### src/rtl/core/jsks_pkg.sv
// ---------------------------------------------------------------------------
// jsks_pkg
// Shared widths, codes and types of the job stack.
// ---------------------------------------------------------------------------
package jsks_pkg;

   localparam int KindBits    = 3;
   localparam int IdBits      = 31;
   localparam int TypeBits    = 2;
   localparam int PayBits     = 32;
   localparam int StatusBits  = 2;
   localparam int PayMaxBits  = 64;
   localparam int ReqDataBits = 72;
   localparam int RspDataBits = 72;

   localparam int DepthDefault       = 128;
   localparam int PayloadBitsDefault = 32;

   // operation codes
   localparam logic [KindBits-1:0] KindPush     = 3'd0;
   localparam logic [KindBits-1:0] KindPull     = 3'd1;
   localparam logic [KindBits-1:0] KindPeek     = 3'd2;
   localparam logic [KindBits-1:0] KindFindId   = 3'd3;
   localparam logic [KindBits-1:0] KindFindType = 3'd4;
   localparam logic [KindBits-1:0] KindDeleteId = 3'd5;

   // result status codes
   localparam logic [StatusBits-1:0] StatDone = 2'd0;
   localparam logic [StatusBits-1:0] StatFull = 2'd1;
   localparam logic [StatusBits-1:0] StatNone = 2'd2;

   // per-cycle move command broadcast to every cell
   typedef struct packed {
      logic shift_down;  // push: every cell takes its newer neighbor
      logic shift_up;    // pull/rotate/drop: every cell takes its older neighbor
      logic wrap;        // rotate: last occupied cell takes the top record
   } cell_cmd_type;

   // one result item, status in the low bits
   typedef struct packed {
      logic [PayBits-1:0]    found_payload;
      logic [TypeBits-1:0]   found_type;
      logic [IdBits-1:0]     found_id;
      logic [StatusBits-1:0] status;
   } rsp_rec_type;

endpackage

### src/rtl/core/jsks_cell.sv
// ---------------------------------------------------------------------------
// jsks_cell
// One slot of the shift-register stack: holds a record and an occupied flag.
// ---------------------------------------------------------------------------
module jsks_cell #(
   parameter int PAYLOAD_BITS = jsks_pkg::PayloadBitsDefault
) (
   input  logic                        clock,
   input  logic                        reset,
   input  jsks_pkg::cell_cmd_type      cmd,
   // newer neighbor
   input  logic                        above_occ,
   input  logic [jsks_pkg::IdBits-1:0]   above_id,
   input  logic [jsks_pkg::TypeBits-1:0] above_type,
   input  logic [PAYLOAD_BITS-1:0]     above_pay,
   // older neighbor
   input  logic                        below_occ,
   input  logic [jsks_pkg::IdBits-1:0]   below_id,
   input  logic [jsks_pkg::TypeBits-1:0] below_type,
   input  logic [PAYLOAD_BITS-1:0]     below_pay,
   // top record, for rotation
   input  logic [jsks_pkg::IdBits-1:0]   top_id,
   input  logic [jsks_pkg::TypeBits-1:0] top_type,
   input  logic [PAYLOAD_BITS-1:0]     top_pay,
   // this cell
   output logic                        occ,
   output logic [jsks_pkg::IdBits-1:0]   id,
   output logic [jsks_pkg::TypeBits-1:0] job_type,
   output logic [PAYLOAD_BITS-1:0]     pay
);

   logic                          occ_ff,  occ_in;
   logic [jsks_pkg::IdBits-1:0]   id_ff,   id_in;
   logic [jsks_pkg::TypeBits-1:0] type_ff, type_in;
   logic [PAYLOAD_BITS-1:0]       pay_ff,  pay_in;

   always_comb begin
      occ_in  = occ_ff;
      id_in   = id_ff;
      type_in = type_ff;
      pay_in  = pay_ff;
      priority if (cmd.shift_down) begin
         occ_in  = above_occ;
         id_in   = above_id;
         type_in = above_type;
         pay_in  = above_pay;
      end else if (cmd.shift_up) begin
         if (below_occ) begin
            occ_in  = 1'b1;
            id_in   = below_id;
            type_in = below_type;
            pay_in  = below_pay;
         end else if (cmd.wrap && occ_ff) begin
            // last occupied slot closes the ring
            occ_in  = 1'b1;
            id_in   = top_id;
            type_in = top_type;
            pay_in  = top_pay;
         end else begin
            occ_in  = 1'b0;
         end
      end else begin
         // no move: hold
         occ_in  = occ_ff;
      end
   end

   always_ff @(posedge clock) begin
      if (reset) begin
         occ_ff <= 1'b0;
      end else begin
         occ_ff <= occ_in;
      end
   end

   always_ff @(posedge clock) begin
      id_ff   <= id_in;
      type_ff <= type_in;
      pay_ff  <= pay_in;
   end

   assign occ      = occ_ff;
   assign id       = id_ff;
   assign job_type = type_ff;
   assign pay      = pay_ff;

endmodule

### config.mk
export PLATFORM = sky130hd
export DESIGN_NAME = jsks_cell
export DESIGN_NICKNAME = d
export VERILOG_FILES = /design/src/rtl/core/jsks_pkg.sv /design/src/rtl/core/jsks_cell.sv
export SDC_FILE = /design/constraint.sdc
export NUM_CORES = 1
export LEC_CHECK = 0
export ABC_AREA = 0
export ABC_CLOCK_PERIOD_IN_PS = 6890
export BUFFER_PORTS_ARGS = -buffer_cell sky130_fd_sc_hd__buf_4
export CORE_AREA = 4 4 102 104
export CTS_BUF_LIST = sky130_fd_sc_hd__clkbuf_4 sky130_fd_sc_hd__clkbuf_8
export CTS_CLUSTER_SIZE = 16
export DETAILED_ROUTE_END_ITERATION = 8
export DIE_AREA = 0 0 106 108
export HOLD_SLACK_MARGIN = 0.12
export PLACE_DENSITY = 0.74
export RECOVER_POWER = 100
export SKIP_CTS_REPAIR_TIMING = 1
export SLEW_MARGIN = 0
export SYNTH_ARGS = -nofsm -noshare
export SYNTH_HDL_FRONTEND = slang
export SYNTH_SLANG_ARGS = --single-unit
### constraint.sdc
create_clock -name clock -period 6.89 [get_ports clock]
set_clock_uncertainty 0.1 [all_clocks]
set_input_delay 1.378 -clock clock [delete_from_list [all_inputs] [get_ports clock]]
set_output_delay 1.378 -clock clock [all_outputs]
set_load 0.01 [all_outputs]
=== Word-level counts from Yosys, hierarchy flattened ===
Cells that the tools add are included.

* Multiplexer cells: 16
* Reduce and logical (&&, ||, !) cells: 4

{| class="wikitable"
|+ Operator list
! operator !! number
|-
| $mux W32 || 4
|-
| $mux W31 || 4
|-
| $mux W2 || 4
|-
| $mux W1 || 4
|-
| $reduce_bool A3 Y1 || 1
|-
| $reduce_and A2 Y1 || 1
|-
| $reduce_bool A2 Y1 || 1
|-
| $logic_and A1 B1 Y1 || 1
|}

* Register bits after elaboration: 66
* Bits of input ports: 202
* Output and inout bits: 66

=== Depth between registers and ports, before layout ===
Gate-level depths: netlist of run 1.

* Depth in word-level cells: 5
* Mapped depth: 5
* Gate-level depth less buffers: 3

=== Worst setup path before layout of run 1 ===
No wires, ideal clock.

* Path kind: input to register
* Start: input below_occ
* End: register id_ff, in the netlist id[0] (enable)
* Arrival: 4.843 ns
* Required time: 6.289 ns
* Path slack: 1.446 ns
* Stages on the path: 5
* Path buffers: 3
* Path through: buf_4 -> buf_12 -> buf_12 -> a21oi_1 -> o21bai_1

* Longest elaborated chain between the ends: 2

{| class="wikitable"
|+ Ends and longest elaborated chain
! what !! RTL line !! text
|-
| start: declaration || jsks_cell.sv:17 || <nowiki>input logic below_occ,</nowiki>
|-
| $reduce_bool A3 Y1 (no source line) || n/a ||
|-
| $reduce_and A2 Y1 (no source line) || n/a ||
|-
| end signal: assignment || jsks_cell.sv:77 || <nowiki>id_ff <= id_in;</nowiki>
|-
| end: declaration || jsks_cell.sv:33 || <nowiki>logic [jsks_pkg::IdBits-1:0] id_ff, id_in;</nowiki>
|}

Every way passes these cells.
A chain may end at the register's enable or synchronous reset.

=== Worst setup path in the final report of run 1 ===
* Start: input below_occ
* End: register pay_ff[11] (netlist: pay[11]) (enable)

* Longest elaborated chain between the ends: 2

{| class="wikitable"
|+ Ends and longest elaborated chain
! what !! RTL line !! text
|-
| $reduce_bool A3 Y1 (no source line) || n/a ||
|-
| $reduce_and A2 Y1 (no source line) || n/a ||
|-
| end signal: assignment || jsks_cell.sv:79 || <nowiki>pay_ff <= pay_in;</nowiki>
|-
| end: declaration || jsks_cell.sv:35 || <nowiki>logic [PAYLOAD_BITS-1:0] pay_ff, pay_in;</nowiki>
|}

Every way passes these cells.

==> flow_summary.toml, run 1 <==
[clock_tree]
clk_pin_slew_ps = 60
cts_tree = "built"
numCtsBuffers = 9
htreeDepth = 3
cts-root-buf = "clkbuf_8"
numClockSinks = 66
clock_latency_ps = 320
clk_path_buf_depth = 2

[yosys]
ys_ff_latch = 66
ys_warn_count = 0
yosysUniqueCellTypes = 15
netlist_instances = 290
ys_seq_area_share_pct = 57.7
syn_avg_cell_area_um2 = 11.8
syn_area_mm2 = 0.00342
synth_fp_nets = 492

[critical_path]
crit_family = "buffers and inverters"
cp.buffers_inverters = 2
crit_cells = 4
cp_max_fo = 35
arrival_ps = 4460
critPathCaptureType = "register"
max_stage_delay_ps = 1500
rr_worst_depth = 3
slowest_stage = "clkbuf_1"
worstPathRequired_ps = 6760
crit_chain = "clkbuf_1 -> a21oi_1 -> o21bai_4 -> buf_4"
crit_type = "input port to register"
start_kind = "input port"

[pwr]
fin_total_pwr_mw = 0.983
power.leakage_nw = 2.45
ir_worst_vdd_mv = 0.0801
power_density_mw_per_mm2 = 184

[placement]
dp_hpwl_um = 8680
place_inst = 671
gp_congestion = 0.763
place.port_buffers = 267

[min_path]
min_path_cells = 2
hold_class = "register to register"

[grt]
grt_usage_pct = 18.1
grt_pass1_wl_um = 16000
grt_max_degree = 77
antenna_found_initial = 0
grt_pass1_vias = 3352
grt-ovfl-total = 0

[sta]
finalHoldViolCount = 0
fin_crit_sh_pct = 66.6
relSlewSlack_pct = -43.2
max_freq_mhz = 218
setup_tns_ps = 0
setup_violations = 0
rsz0062_at_grt = "no"
tightestPinTransition_ps = 2150
slew_viol_final = 31
min_period_ps = 4590

[flow_run]
maxCapViolCount = 1

[cells_and_area]
insertedDiodeCount = 0
multi_input_area_mm2 = 0.00127
fillers = 889
area_growth_pct = 56.7
layout-drive-gt1-share_pct = 39.5
seq_area_mm2 = 0.00197
stdcell_count = 687
final_nets = 751

[route]
first_pass_iters = 4
finalWirelength_um = 10700
avgRoutedWirePerCell_um = 15.6
drt-initial-drc-count = 59
vias_per_cell = 4.65
vias = 3194
ant_nets = 0
drc = 0

[die]
fp.dieW_um = 106
rows = 36
design.core.area_mm2 = 0.00955
die_y_um = 108
die_area_mm2 = 0.0114
pin_count = 268
initial_core_util_pct = 35.8

[outcome]
violations = "max-capacitance violations, max-slew violations"
status = "complete, but fails checks"
-- cells in the final DEF, fill, tap and decap left out, types with 2 or more instances in the layout --
cell type,instances
o21ai_0,65
inv_1,2
clkbuf_1,67
clkinv_2,2
edfxtp_1,65
buf_4,203
clkbuf_4,2
nand2_1,65
clkinv_1,3
clkbuf_8,9
mux2i_1,65
-- metal layers --
layer  GRT usage [%]  up-vias  share of wire (%)  wire, um
met5               0        -                  0         0
met4            7.68        0                3.2       339
met3            6.51       32                9.5      1020
met2            32.6      175                 52      5590
met1            19.2     1412                 35      3750
li1                -     1575                  -         -
-- Yosys cell counts --
master	instances	area, um2
clkbuf_1	6	22.5
o21ai_0	1	5.00
buf_12	4	80.1
inv_1	2	7.51
buf_4	5	37.5
nand2_1	65	244
o21ai_1	65	325
a221oi_2	1	15.0
buf_2	7	35.0
edfxtp_1	65	1950
dfxtp_1	1	20.0
a21oi_2	1	8.76
a21oi_1	1	5.00
o21bai_1	1	7.51
mux2i_1	65	651
-- stage by stage --
stage	utilization, %	cell area, um2	worst slack (ps)	hold WS [ps]
floorplan	-	3420	1450	435
global placement	57.0	5450	3250	429
detailed placement	57.0	5450	3160	446
CTS	58.7	5610	3510	453
global route	56.1	5350	1990	480
finish	56.1	5350	2300	455
-- where the power goes --
| part | total [mW] | switching (mW) | internal (mW) |
|---|---|---|---|
| Clock | 0.264 | 0.130 | 0.134 |
| Sequential | 0.498 | 0.00985 | 0.488 |
| Combinational | 0.221 | 0.105 | 0.116 |
-- worst min-delay path: stages, from the launching register on --
cell      delay (ps)
dfxtp_1          330
o21ai_0          110
a221oi_2          70
-- registers in the layout, summed over array words and instances (netlist names) --
| register | flops |
|---|---|
| job_type | 2 |
| pay | 32 |
| id | 31 |
| occ | 1 |
-- cell families after synthesis --
logic type | Yosys count | share of synthesized area [%]
compound gates | 70 | 10.7
buf+inv | 24 | 5.35
flops | 66 | 57.7
mux | 65 | 19.0
simple gates | 65 | 7.14
-- path summary, 6_finish.rpt --
kind	startpoint	endpoint	slack, ps
hold reg to reg	occ	occ	460
setup / recovery	below_occ	pay[11]	2300
setup reg to reg	occ	pay[11]	4600
hold / removal	occ	occ	460
-- layout make-up --
| cell class | instances | share of cell area, % |
|---|---|---|
| Clock inverter | 5 | 0.397 |
| Multi-Input combinational cell | 200 | 23.8 |
| Timing Repair Buffer | 270 | 33.2 |
| Clock buffer | 11 | 2.59 |
| Tap cell | 133 | 3.11 |
| Inverter | 2 | 0.140 |
| Sequential cell | 66 | 36.8 |
Power figures use the tool's default switching activity.
==> inputs of run 2 (changes only) <==
ABC_CLOCK_PERIOD_IN_PS = 4400   (was 6890)
clock period = 4.4 ns   (was 6.89 ns; I/O delays follow)
==> flow_summary.toml, run 2 (synthesis gave the netlist of run 1 again) <==
[grt]
grt-ovfl-total = 0
grt_pass1_vias = 3196
antenna_found_initial = 0
use_met3_pct = 6.09
grt_max_degree = 71
grt_busiest_layer = "met2"
grt_usage_pct = 17.8
gr-usage-met2_pct = 32.8
use_met1_pct = 19.0
grt_pass1_wl_um = 15800

[die]
die_area_mm2 = 0.0114
initial_core_util_pct = 35.8
rows = 36
fp.dieW_um = 106
design.core.area_mm2 = 0.00955
die_y_um = 108
pin_count = 268

[route]
drc = 0
vias_per_cell = 4.63
finalWirelength_um = 10700
first_pass_iters = 4
drt-initial-drc-count = 77
vias = 3175
ant_nets = 0
avgRoutedWirePerCell_um = 15.7

[clock_tree]
cts_tree = "built"
clk_pin_slew_ps = 60
numClockSinks = 66
clk_path_buf_depth = 2
clock_latency_ps = 320
cts-root-buf = "clkbuf_8"
numCtsBuffers = 9
htreeDepth = 3

[cells_and_area]
fin_util_pct = 55.9
largest_register_ffs = 32
insertedDiodeCount = 0
final_nets = 751
area_growth_pct = 56.3
final_cell_mix = "buf_4 (202), clkbuf_1 (66), mux2i_1 (65), nand2_1 (65), edfxtp_1 (65)"
layout-drive-gt1-share_pct = 39.8
layout_commonest_cell = "buf_4"

[pwr]
ir_worst_vdd_mv = 0.139
power_density_mw_per_mm2 = 287
power.leakage_nw = 2.45

[sta]
min_period_ps = 2960
tightestPinTransition_ps = 1620
slew_viol_final = 66
rsz0062_at_grt = "no"
relSlewSlack_pct = -7.78
setup_tns_ps = 0
max_freq_mhz = 338
finalHoldViolCount = 0
setup_violations = 0
fin_crit_sh_pct = 67.3

[critical_path]
start_kind = "input port"
arrival_ps = 2780
worstPathRequired_ps = 4220
cp_max_fo = 65
crit_type = "input port to register"
critPathCaptureType = "register"

[placement]
dp_hpwl_um = 8440
gp_congestion = 0.762
place.port_buffers = 267

[min_path]
hold_class = "register to register"

[flow_run]
maxCapViolCount = 1

[outcome]
violations = "max-capacitance violations, max-slew violations"
status = "complete, but fails checks"
run 2: cell types whose count changed in the layout (fill, tap and decap cells not counted):
cell | previous run | this run
clkinv_2 | 2 | 3
clkbuf_2 | 0 | 2
clkinv_1 | 3 | 2
o21ai_0 | 65 | 64
o21ai_1 | 1 | 2
clkbuf_4 | 2 | 1
buf_4 | 203 | 202
o21bai_2 | 0 | 1
o21bai_4 | 1 | 0
clkbuf_1 | 67 | 66
run 2: cell type report:
cell class | instances | area (um2)
fillers | 907 | 4210
flip-flops and latches | 66 | 1970
repair buffers | 270 | 1770
multi-input cells | 200 | 1260
well taps | 133 | 166
clock buffers | 10 | 131
clock inverters | 5 | 22.5
inverters | 2 | 7.51
run 2: critical path, stage by stage:
cell	delay, ps
buf_4	410
a21oi_1	120
o21bai_2	140
clkbuf_2	1190
run 2: power by group:
| part | switching, mW | total, mW | internal [mW] |
|---|---|---|---|
| Clock | 0.212 | 0.412 | 0.201 |
| Combinational | 0.161 | 0.342 | 0.181 |
| Sequential | 0.0152 | 0.780 | 0.765 |
run 2: worst paths after layout:
kind                                 from      to  slack [ps]  cells after the start
worst max register to register        occ  id[19]        2100                      3
worst min register to register        occ     occ         430                      2
worst max-delay path            below_occ  id[19]        1440                      4
worst min-delay path                  occ     occ         430                      2
run 2: per-layer routing:
layer	up-vias	wire [um]
met4	0	168
met3	14	992
met1	1428	3840
met5	-	0
met2	160	5750
li1	1573	-
run 2: metrics by stage:
step	setup WS, ps	area [um2]	cells	hold slack [ps]	total power, mW
3_3_place_gp	1660	5450	671	408	1.18
4_1_cts	1960	5600	686	431	1.61
6_report	1440	5340	686	430	1.53
3_5_place_dp	1600	5450	671	423	1.20
2_1_floorplan	836	3420	290	435	0.950
5_1_grt	1240	5340	686	499	1.62
==> inputs of run 3 (changes only) <==
ABC_AREA = 1   (was 0)
ABC_CLOCK_PERIOD_IN_PS = 2450   (was 4400)
CORE_AREA = default   (was 4 4 102 104)
CORE_MARGIN = 4   (was default)
CORE_UTILIZATION = 37   (was default)
DIE_AREA = default   (was 0 0 106 108)
PLACE_DENSITY = 0.79   (was 0.74)
clock period = 2.45 ns   (was 4.4 ns; I/O delays follow)
==> flow_summary.toml, run 3 <==
[yosys]
netlist_instances = 368
syn_area_mm2 = 0.00337
synth_fp_nets = 570
ys_ff_latch = 66
syn_avg_cell_area_um2 = 9.15
synth_common_cells = "a21oi_1 (132), nand2_1 (69), nor2_1 (67), edfxtp_1 (65), buf_2 (13)"
ys_seq_area_share_pct = 58.6
yosysUniqueCellTypes = 12
synthTopCellsByArea = "edfxtp_1 (58%), a21oi_1 (20%), nand2_1 (7.7%)"
yosysTopAreaCell = "edfxtp_1"
async_flop_share_pct = 0
ys_warn_count = 0
post-synth-top-area-fraction_pct = 58.0
yosys_most_used_dff = "edfxtp_1"
synth-edff-count = 65
synthMostInstantiatedCell = "a21oi_1"

[sta]
max_freq_mhz = 511
setup_violations = 0
fin_crit_sh_pct = 79.8
setup_tns_ps = 0
finalHoldViolCount = 0
slew_viol_final = 0
relSlewSlack_pct = 7.52
rsz0062_at_grt = "no"
min_period_ps = 1960
fin_ws_ps = 494
tightestPinTransition_ps = 1390

[clock_tree]
numCtsBuffers = 9
numClockSinks = 66
clk_path_buf_depth = 2
htreeDepth = 3
cts_tree = "built"
clk_pin_slew_ps = 70
cts-root-buf = "clkbuf_8"
clock_latency_ps = 320

[cells_and_area]
stdcell_count = 736
insertedDiodeCount = 0
largest_register_ffs = 32
layout_commonest_cell = "buf_4"
final_cell_mix = "buf_4 (203), a21oi_1 (132), nand2_1 (69), nor2_1 (67), clkbuf_1 (66)"
area_growth_pct = 58.5
final_nets = 826
layout-drive-gt1-share_pct = 35.7
fillers = 796

[route]
finalWirelength_um = 11700
avgRoutedWirePerCell_um = 15.9
vias_per_cell = 5.00
drc = 0
ant_nets = 0
first_pass_iters = 4
drt-initial-drc-count = 112
vias = 3677

[critical_path]
r2r_end = "pay[14]"
crit_chain = "buf_4 -> clkbuf_2 -> a21oi_1 -> a21oi_1"
path_common_cell = "a21oi_1"
start_kind = "input port"
startpoint = "cmd[2]"
r2r_setup_slack_ps = 890
slowest_stage = "clkbuf_2"
arrival_ps = 1920
crit_type = "input port to register"
endpoint = "pay[22]"
max_stage_delay_ps = 730
crit_family = "buffers and inverters"
crit_cells = 4
cp_max_fo = 66
rr_worst_depth = 3
worstPathRequired_ps = 2420
rr_startpoint = "occ"
critPathCaptureType = "register"
cp.buffers_inverters = 2

[placement]
place.port_buffers = 267
place_inst = 721
pre_cts_ws_ps = 454
gp_congestion = 0.770
dp_hpwl_um = 8750

[grt]
grt_pass1_vias = 3464
grt_pass1_wl_um = 16400
grt_max_degree = 67
grt_usage_pct = 20.1
antenna_found_initial = 0
grt-ovfl-total = 0

[min_path]
hold_class = "input port to register"

[die]
pin_count = 268
design.core.area_mm2 = 0.00881
initial_core_util_pct = 38.2
die_y_um = 103
rows = 34
die_area_mm2 = 0.0107
fp.dieW_um = 103

[flow_run]
maxCapViolCount = 0

[outcome]
status = "complete, no violations"

[pwr]
ir_worst_vdd_mv = 0.261
power_density_mw_per_mm2 = 547
power.leakage_nw = 2.34
fin_total_pwr_mw = 2.92
==> run 3: per-layer routing <==
layer | vias up | part of all wire (%) | GRT usage (%)
met5 | - | 0 | 0
met4 | 0 | 1.8 | 6.87
met3 | 20 | 10 | 5.84
met2 | 202 | 52 | 36.5
met1 | 1667 | 36 | 22.3
li1 | 1788 | - | -
==> run 3: worst reg2reg max path, cell delays in order, from the launching register on <==
cell and delay (ps):
dfxtp_1 360, nand2_1 90, a21oi_1 280, buf_12 320
==> run 3: cell families (layout without fill, tap and decap cells) <==
group                  after synthesis  in the layout  share of synthesized area (%)
flip-flops                          66             66                           58.6
AO/OA/AOI/OAI                      132            132                           19.6
AND/OR/NAND/NOR                    137            137                           15.3
buffers and inverters               33            293                           6.50
==> run 3: power breakdown <==
| part | switching [mW] | total, mW | internal [mW] | leakage (nW) |
|---|---|---|---|---|
| Clock | 0.376 | 0.856 | 0.481 | 0.0974 |
| Sequential | 0.0275 | 1.40 | 1.38 | 0.646 |
| Combinational | 0.334 | 0.663 | 0.329 | 1.59 |
| Total | 0.737 | 2.92 | 2.19 | 2.34 |
==> run 3: cell type report <==
type | instances | area, um2 | area share (%)
Tap cell | 108 | 135 | 2.53
Multi-Input combinational cell | 269 | 1180 | 22.0
Clock buffer | 11 | 139 | 2.60
Clock inverter | 4 | 43.8 | 0.820
Inverter | 4 | 15.0 | 0.281
Timing Repair Buffer | 274 | 1860 | 34.8
Sequential cell | 66 | 1970 | 36.9
==> run 3: per-stage QoR <==
step	area, um2	util, %	hold WS, ps
6_report	5340	60.6	218
5_1_grt	5340	60.6	198
4_1_cts	5600	63.6	200
3_5_place_dp	5420	61.5	384
3_3_place_gp	5420	61.5	363
2_1_floorplan	3380	-	394
==> run 3: worst min-delay path by stage <==
stage | startpoint | end | slack, ps | depth (start not counted)
after floorplan | occ | occ | 390 | 2
after global placement | occ | occ | 360 | 2
after detailed placement | occ | occ | 380 | 2
after CTS | reset | occ | 200 | 2
after global routing | reset | occ | 200 | 2
final | reset | occ | 220 | 2
